$ cat src/rtl/fdm_pkg.sv
// Package for the frame difference motion mask.
// Holds pixel widths, gray conversion weights, register indexes and the frame counter codes.
// No dependencies.
package fdm_pkg;

	localparam int PIX_W       = 8;
	localparam int GRAY_SUM_W  = 22;
	localparam int GRAY_SHIFT  = 14;

	localparam logic [GRAY_SUM_W-1:0] GRAY_COEF_B = 22'd1868;
	localparam logic [GRAY_SUM_W-1:0] GRAY_COEF_G = 22'd9617;
	localparam logic [GRAY_SUM_W-1:0] GRAY_COEF_R = 22'd4899;
	localparam logic [GRAY_SUM_W-1:0] GRAY_ROUND  = 22'd8192;

	localparam int CFG_IDX_W  = 2;
	localparam int CFG_DATA_W = 8;

	localparam logic [CFG_IDX_W-1:0] REG_THREE_FRAME_MODE = 2'd0;
	localparam logic [CFG_IDX_W-1:0] REG_COLOR_INPUT      = 2'd1;
	localparam logic [CFG_IDX_W-1:0] REG_MOTION_THRESHOLD = 2'd2;

	localparam logic             RST_THREE_FRAME_MODE = 1'b0;
	localparam logic             RST_COLOR_INPUT      = 1'b1;
	localparam logic [PIX_W-1:0] RST_MOTION_THRESHOLD = 8'd25;

	// completed frames, saturating
	typedef logic [1:0] seen_t;
	localparam seen_t SEEN_NONE = 2'd0;
	localparam seen_t SEEN_ONE  = 2'd1;
	localparam seen_t SEEN_TWO  = 2'd2;

	// forwarding flags for the one-deep read-after-write bypass
	typedef struct packed {
		logic frame;
		logic diff;
	} fwd_t;

endpackage

$ cat src/rtl/fdm_gray.sv
// BGR to gray conversion with rounding, or blue passed as gray.
// Depends on fdm_pkg.
module fdm_gray (
	input  logic [fdm_pkg::PIX_W-1:0] blue,
	input  logic [fdm_pkg::PIX_W-1:0] green,
	input  logic [fdm_pkg::PIX_W-1:0] red,
	input  logic                      color_input,
	output logic [fdm_pkg::PIX_W-1:0] gray
);

	logic [fdm_pkg::GRAY_SUM_W-1:0] prod_b;
	logic [fdm_pkg::GRAY_SUM_W-1:0] prod_g;
	logic [fdm_pkg::GRAY_SUM_W-1:0] prod_r;
	logic [fdm_pkg::GRAY_SUM_W-1:0] sum;

	always_comb begin
		prod_b = fdm_pkg::GRAY_SUM_W'(blue) * fdm_pkg::GRAY_COEF_B;
		prod_g = fdm_pkg::GRAY_SUM_W'(green) * fdm_pkg::GRAY_COEF_G;
		prod_r = fdm_pkg::GRAY_SUM_W'(red) * fdm_pkg::GRAY_COEF_R;
		sum    = prod_b + prod_g + prod_r + fdm_pkg::GRAY_ROUND;
		if (color_input) begin
			gray = sum[fdm_pkg::GRAY_SHIFT +: fdm_pkg::PIX_W];
		end else begin
			gray = blue;
		end
	end

endmodule

$ cat config.mk
export PLATFORM = sky130hd
export DESIGN_NAME = fdm_gray
export DESIGN_NICKNAME = d
export VERILOG_FILES = /design/src/rtl/fdm_pkg.sv /design/src/rtl/fdm_gray.sv
export SDC_FILE = /design/constraint.sdc
export NUM_CORES = 1
export LEC_CHECK = 0
export BUFFER_PORTS_ARGS = -buffer_cell sky130_fd_sc_hd__clkbuf_2
export CAP_MARGIN = 0
export CORE_ASPECT_RATIO = 1.5
export CORE_MARGIN = 2
export CORE_UTILIZATION = 45
export DETAILED_ROUTE_END_ITERATION = 6
export GPL_TIMING_DRIVEN = 0
export MAX_ROUTING_LAYER = met4
export PLACE_DENSITY = 0.69
export SYNTH_ARGS = -nofsm -noshare
export SYNTH_HDL_FRONTEND = slang
export SYNTH_SLANG_ARGS = --single-unit
$ cat constraint.sdc
create_clock -name vclk -period 19.15
set_input_delay 0 -clock vclk [all_inputs]
set_output_delay 0 -clock vclk [all_outputs]
set_load 0.005 [all_outputs]
==> results.py, run 1 <==
metrics = {
    "synthesis": {
        "synth_seq_area_share": 0,
        "yosysUniqueCellTypes": 44,
        "syn_nets": 821,
        "yosys_warnings": 0,
        "synth_area_um2": 5150,
        "synth_common_cells": "201 x inv_1, 143 x ha_1, 87 x fa_1, 17 x xnor2_1, 16 x a21oi_1",
        "syn_avg_cell_area_um2": 9.10,
        "synthTopCellsByArea": "ha_1 35%, fa_1 34%, inv_1 15%",
        "synth_most_common_cell": "inv_1",
        "synth_area_leader_cell": "ha_1",
        "synth_top_area_frac": 0.347,
        "synthCells": 566,
    },
    "layout": {
        "regArea_um2": 0,
        "fin_nets": 856,
        "design_area_um2": 5500,
        "drive_gt1_frac": 0.0668,
        "design.seq.count": 0,
        "fill_cells": 1057,
        "antenna_cells": 0,
        "clkbuf_count": 0,
        "area_growth_pct": 6.78,
        "final_cells": 746,
    },
    "die": {
        "io-pin-count": 33,
        "rows": 47,
        "core_um2": 11100,
        "dieHeight_um": 135,
        "initial_core_util": 0.463,
        "die_area_um2": 12300,
        "die-width_um": 91.4,
    },
    "drt": {
        "wl_per_cell_um": 14.2,
        "dr.pass1.iters": 4,
        "drt_first_iter_violations": 85,
        "postRouteWirelength_um": 10600,
        "num_vias": 3688,
        "post-route-drc-count": 0,
        "vias_per_cell": 4.94,
        "antenna_left": 0,
    },
    "timing": {
        "whs_ns": 0.438,
        "relSlewSlack": 0.700,
        "setup_violations": 0,
        "period_needed_ns": 7.34,
        "timing.final.crit_share": 0.383,
        "slew_viol_final": 0,
        "max_freq_mhz": 136,
        "setup_tns_ns": 0,
        "rsz0062_at_grt": "no",
        "hold_violations": 0,
        "worst_pin_slew_ns": 0.449,
    },
    "setup_path": {
        "crit_required_ns": 19.15,
        "start_kind": "input pin",
        "critPathSlowestCell": "fa_1",
        "crit_type": "input pin to output port",
        "arrival_ns": 7.34,
        "crit_path_end_kind": "output port",
        "crit_top_cell": "ha_1",
        "slowest_delay_ns": 0.55,
        "cp_max_fo": 7,
    },
    "cts": {
        "cts_setup_buffers": 0,
        "cts_resized": 0,
        "hold_buffers": 0,
    },
    "grt": {
        "grt_pass1_wl_um": 18700,
        "grtUsageTotal": 0.193,
        "antenna_found_initial": 0,
        "grt_max_degree": 11,
        "grt_pass1_vias": 4214,
        "overflow": 0,
    },
    "placed_design": {
        "dp_cells": 746,
        "gp_congestion": 0.924,
        "dpl-instance-area_um2": 5500,
        "port_buffers": 33,
        "hpwl_um": 9930,
    },
    "flow_run": {
        "drv_cap": 0,
    },
    "status": {
        "outcome": "finished clean",
    },
    "hold_path": {
        "worst_hold_path_type": "input pin to output port",
    },
}
## per-layer routing
layer	vias up	share of wire	GRT usage
met4	0	0.023	0.0362
li1	1821	-	-
met3	14	0.0090	0.00502
met5	-	0	-
met1	1817	0.38	0.200
met2	36	0.59	0.402
## through the flow
stage                     setup slack [ns]  utilization
final                                11.81        0.495
after global routing                 11.37        0.495
after CTS                            11.79        0.495
after detailed placement             11.82        0.495
after global placement               11.93        0.495
after floorplan                      12.69            -
## final cells by class
cell class	instances	area [um2]	share of cell area
multi-input cells	364	4390	0.799
repair buffers	33	165	0.0300
well taps	147	184	0.0334
inverters	201	754	0.137
plain buffers	1	3.75	0.000682
## cells by family after synthesis
kind of cell / synth area share
simple gates: 0.0680
fa+ha+maj: 0.685
compound gates: 0.0610
mux: 0.00777
buf+inv: 0.147
xor+xnor: 0.0306
## worst paths after layout
| path | from | endpoint | slack [ns] | cells past startpoint |
|---|---|---|---|---|
| setup / recovery | blue[5] | gray[7] | 11.81 | 30 |
| hold / removal | blue[1] | gray[1] | 0.44 | 4 |
## critical path, delay by kind of cell
| kind | cells | cell delay, ns |
|---|---|---|
| AND/OR/NAND/NOR | 7 | 1.41 |
| buffers and inverters | 6 | 0.51 |
| adder cells (fa/ha/maj) | 11 | 4.37 |
| XOR/XNOR | 1 | 0.18 |
| AO/OA/AOI/OAI | 5 | 0.87 |
## layout by cell type, fill, tap and decap left out, types with 2 or more instances in the layout
cell	synthesis	layout
nor3_1	7	7
or2_2	3	3
a21oi_1	16	16
a211oi_1	2	2
inv_1	201	201
a211o_1	2	2
a21o_1	3	3
fa_1	87	87
nand4_1	3	3
nand2_1	9	9
and3_1	2	2
nor2_1	15	15
o21ai_0	8	8
or3_1	4	4
mux2i_1	4	4
nor2b_1	6	6
nor3b_1	3	3
xnor2_1	17	17
nand3_1	5	5
ha_1	143	143
clkbuf_2	0	33
o21a_1	2	2
nand2b_1	2	2
Power of run 1 is left out: the tool's default activity adds up to more than one toggle a clock period on the data nets, which glitch-free logic cannot reach.
==> run 2, diff against run 1 <==
==> constraint.sdc (replaced) <==
create_clock -name vclk -period 7.7
set_input_delay 0 -clock vclk [all_inputs]
set_output_delay 0 -clock vclk [all_outputs]
set_load 0.005 [all_outputs]
==> run 2 against run 1 <==
Net effect:
- sequential cell count stayed put
- critical path depth is 1 higher
- utilization hardly changed
- setup slack worse by 11 ns
- non-clock buffer count stayed put
- routed wire length hardly changed
- largest cell class unchanged
- critical endpoint is now gray[3]
==> results.py, run 2 (synthesis results as in run 1) <==
metrics = {
    "hold_path": {
        "hold_depth": 4,
        "hold_end": "gray[6]",
        "worst_hold_path_type": "input pin to output port",
        "min_from": "color_input",
    },
    "drt": {
        "postRouteWirelength_um": 10600,
        "num_vias": 3694,
        "vias_per_cell": 4.95,
        "wl_per_cell_um": 14.2,
        "drt_first_iter_violations": 68,
        "dr.pass1.iters": 4,
        "antenna_left": 0,
        "post-route-drc-count": 0,
    },
    "grt": {
        "grt_max_degree": 11,
        "antenna_found_initial": 0,
        "grtUsageTotal": 0.193,
        "grt_pass1_vias": 4214,
        "overflow": 0,
        "grt_pass1_wl_um": 18700,
    },
    "setup_path": {
        "start_kind": "input pin",
        "crit_type": "input pin to output port",
        "cp_max_fo": 7,
        "slowest_delay_ns": 0.55,
        "arrival_ns": 7.26,
        "cp-startpoint": "blue[5]",
        "critPathSlowestCell": "fa_1",
        "crit_required_ns": 7.70,
        "crit_path_end_kind": "output port",
        "crit_top_cell": "ha_1",
    },
    "timing": {
        "max_freq_mhz": 138,
        "whs_ns": 0.437,
        "setup_tns_ns": 0,
        "period_needed_ns": 7.26,
        "setup_violations": 0,
        "slew_viol_final": 0,
        "worst_pin_slew_ns": 0.449,
        "timing.final.crit_share": 0.943,
        "setup_slack_ns": 0.438,
        "relSlewSlack": 0.700,
        "hold_violations": 0,
        "rsz0062_at_grt": "no",
    },
    "die": {
        "dieHeight_um": 135,
        "die-width_um": 91.4,
        "die_area_um2": 12300,
        "rows": 47,
        "io-pin-count": 33,
        "core_um2": 11100,
        "initial_core_util": 0.463,
    },
    "cts": {
        "cts_setup_buffers": 0,
        "hold_buffers": 0,
        "cts_resized": 0,
    },
    "placed_design": {
        "port_buffers": 33,
        "hpwl_um": 9930,
        "pre_cts_ws_ns": 0.367,
        "gp_congestion": 0.924,
    },
    "layout": {
        "final_cell_mix": "201 x inv_1, 143 x ha_1, 87 x fa_1",
        "fin_nets": 856,
        "clkbuf_count": 0,
        "drive_gt1_frac": 0.0684,
        "regArea_um2": 0,
        "antenna_cells": 0,
        "design.seq.count": 0,
        "area_growth_pct": 6.87,
        "layout_commonest_cell": "inv_1",
    },
    "flow_run": {
        "drv_cap": 0,
    },
    "status": {
        "outcome": "finished clean",
    },
}
-- run 2: stage by stage --
stage / cell area (um2) / utilization / std cells
2_1_floorplan: 5150 / - / 566
3_3_place_gp: 5500 / 0.495 / 746
3_5_place_dp: 5500 / 0.495 / 746
4_1_cts: 5500 / 0.495 / 746
5_1_grt: 5510 / 0.495 / 746
6_report: 5510 / 0.495 / 746
-- run 2: cell type report --
type / instances / area (um2)
repair buffers: 33 / 165
plain buffers: 1 / 3.75
multi-input cells: 364 / 4400
fillers: 1057 / 5610
inverters: 201 / 754
well taps: 147 / 184
-- run 2: metal layers --
metal / GRT usage / part of all wire / up-vias
li1: - / - / 1822
met1: 0.200 / 0.37 / 1822
met2: 0.402 / 0.59 / 36
met3: 0.00502 / 0.011 / 14
met4: 0.0362 / 0.023 / 0
met5: - / 0 / -
-- run 2: worst max-delay path, delay by kind of cell --
kind                       cells  cell delay (ns)
adders and majority gates     11             4.37
AOI/OAI and AO/OA              5             0.84
muxes                          1             0.16
buffers and inverters          6             0.50
xor gates and xnor gates       2             0.35
and+or+nand+nor                6             1.03
-- run 2: how the worst max path moves through the flow --
stage	to	cells past startpoint
global route	gray[3]	31
CTS	gray[7]	30
detailed placement	gray[7]	30
finish	gray[3]	31
global placement	gray[6]	30
floorplan	gray[6]	28
Power of run 2 is left out for the same reason.
==> run 3, diff against run 2 <==
--- a/config.mk
+++ b/config.mk
@@ -14,6 +14,7 @@
 export GPL_TIMING_DRIVEN = 0
 export MAX_ROUTING_LAYER = met4
 export PLACE_DENSITY = 0.69
+export RECOVER_POWER = 50
 export SYNTH_ARGS = -nofsm -noshare
 export SYNTH_HDL_FRONTEND = slang
 export SYNTH_SLANG_ARGS = --single-unit
==> run 3 against run 2 <==
Net effect:
- fmax is essentially flat
- die area is the same
- critical path depth is the same
- first-iteration DRC count is the same
- routed wire length is essentially flat
- critical endpoint unchanged
- critical path type unchanged
- sequential cell count is the same
- setup slack lost 0.0057 ns
- final cell count is the same
==> results.py, run 3 (synthesis results as in run 1) <==
metrics = {
    "layout": {
        "drive_gt1_frac": 0.0651,
        "fin_nets": 856,
        "regArea_um2": 0,
        "antenna_cells": 0,
        "layout_commonest_cell": "inv_1",
        "final_cell_mix": "201 x inv_1, 143 x ha_1, 87 x fa_1",
        "clkbuf_count": 0,
        "area_growth_pct": 6.78,
        "design.seq.count": 0,
    },
    "drt": {
        "num_vias": 3683,
        "dr.pass1.iters": 4,
        "antenna_left": 0,
        "postRouteWirelength_um": 10600,
        "vias_per_cell": 4.94,
        "drt_first_iter_violations": 68,
        "post-route-drc-count": 0,
        "wl_per_cell_um": 14.2,
    },
    "placed_design": {
        "hpwl_um": 9930,
        "gp_congestion": 0.924,
        "port_buffers": 33,
    },
    "grt": {
        "grt_pass1_vias": 4214,
        "antenna_found_initial": 0,
        "grt_max_degree": 11,
        "grt_pass1_wl_um": 18700,
        "grtUsageTotal": 0.193,
        "overflow": 0,
    },
    "flow_run": {
        "drv_cap": 0,
    },
    "setup_path": {
        "start_kind": "input pin",
        "timing.critical_path.buf_inv": 6,
        "slowest_delay_ns": 0.55,
        "crit_type": "input pin to output port",
        "arrival_ns": 7.27,
        "crit_path_end_kind": "output port",
        "crit_required_ns": 7.70,
        "path_delay_family": "adder cells",
        "critPathSlowestCell": "fa_1",
        "crit_top_cell": "ha_1",
        "cp_max_fo": 7,
    },
    "timing": {
        "hold_violations": 0,
        "timing.final.crit_share": 0.944,
        "relSlewSlack": 0.700,
        "setup_violations": 0,
        "max_freq_mhz": 138,
        "slew_viol_final": 0,
        "period_needed_ns": 7.27,
        "rsz0062_at_grt": "no",
        "setup_tns_ns": 0,
        "worst_pin_slew_ns": 0.450,
    },
    "die": {
        "dieHeight_um": 135,
        "die_area_um2": 12300,
        "die-width_um": 91.4,
        "rows": 47,
        "core_um2": 11100,
        "initial_core_util": 0.463,
        "io-pin-count": 33,
    },
    "cts": {
        "cts_resized": 0,
        "cts_setup_buffers": 0,
        "hold_buffers": 0,
    },
    "status": {
        "outcome": "finished clean",
    },
    "hold_path": {
        "worst_hold_path_type": "input pin to output port",
    },
}
==> run 3: cell types whose count changed in the layout (fill, tap and decap cells not counted) <==
cell,previous run,this run
a21oi_2,1,0
a21oi_1,16,17
clkbuf_1,1,2
clkbuf_2,33,32
==> run 3: cell type report <==
class	instances	area, um2
fill	1060	5610
inverter	201	754
buffer	1	3.75
multi-input combinational	364	4390
timing repair buffer	33	164
tap	147	184
==> run 3: final timing paths <==
| path | startpoint | endpoint | slack [ns] | cells past startpoint |
|---|---|---|---|---|
| setup / recovery | blue[5] | gray[3] | 0.43 | 31 |
| hold / removal | blue[1] | gray[1] | 0.43 | 4 |
==> run 3: layer usage <==
metal	GRT usage	part of all wire
met1	0.200	0.38
met3	0.00502	0.0078
met2	0.402	0.59
met5	-	0
met4	0.0362	0.023
==> run 3: metrics by stage <==
stage / cell area [um2] / util / hold slack, ns / instances / worst slack (ns)
after floorplan: 5150 / - / 0.0896 / 566 / 1.24
after global placement: 5500 / 0.495 / 0.424 / 746 / 0.476
after detailed placement: 5500 / 0.495 / 0.429 / 746 / 0.367
after CTS: 5500 / 0.495 / 0.432 / 746 / 0.342
after global routing: 5500 / 0.495 / 0.462 / 746 / 0.0357
final: 5500 / 0.495 / 0.432 / 746 / 0.433
==> run 3: tightest hold or removal path, delay by kind of cell <==
kind | cells | cell delay, ns
AO/OA/AOI/OAI | 1 | 0.07
buffers and inverters | 2 | 0.25
AND/OR/NAND/NOR | 1 | 0.11
Power of run 3 is left out for the same reason.
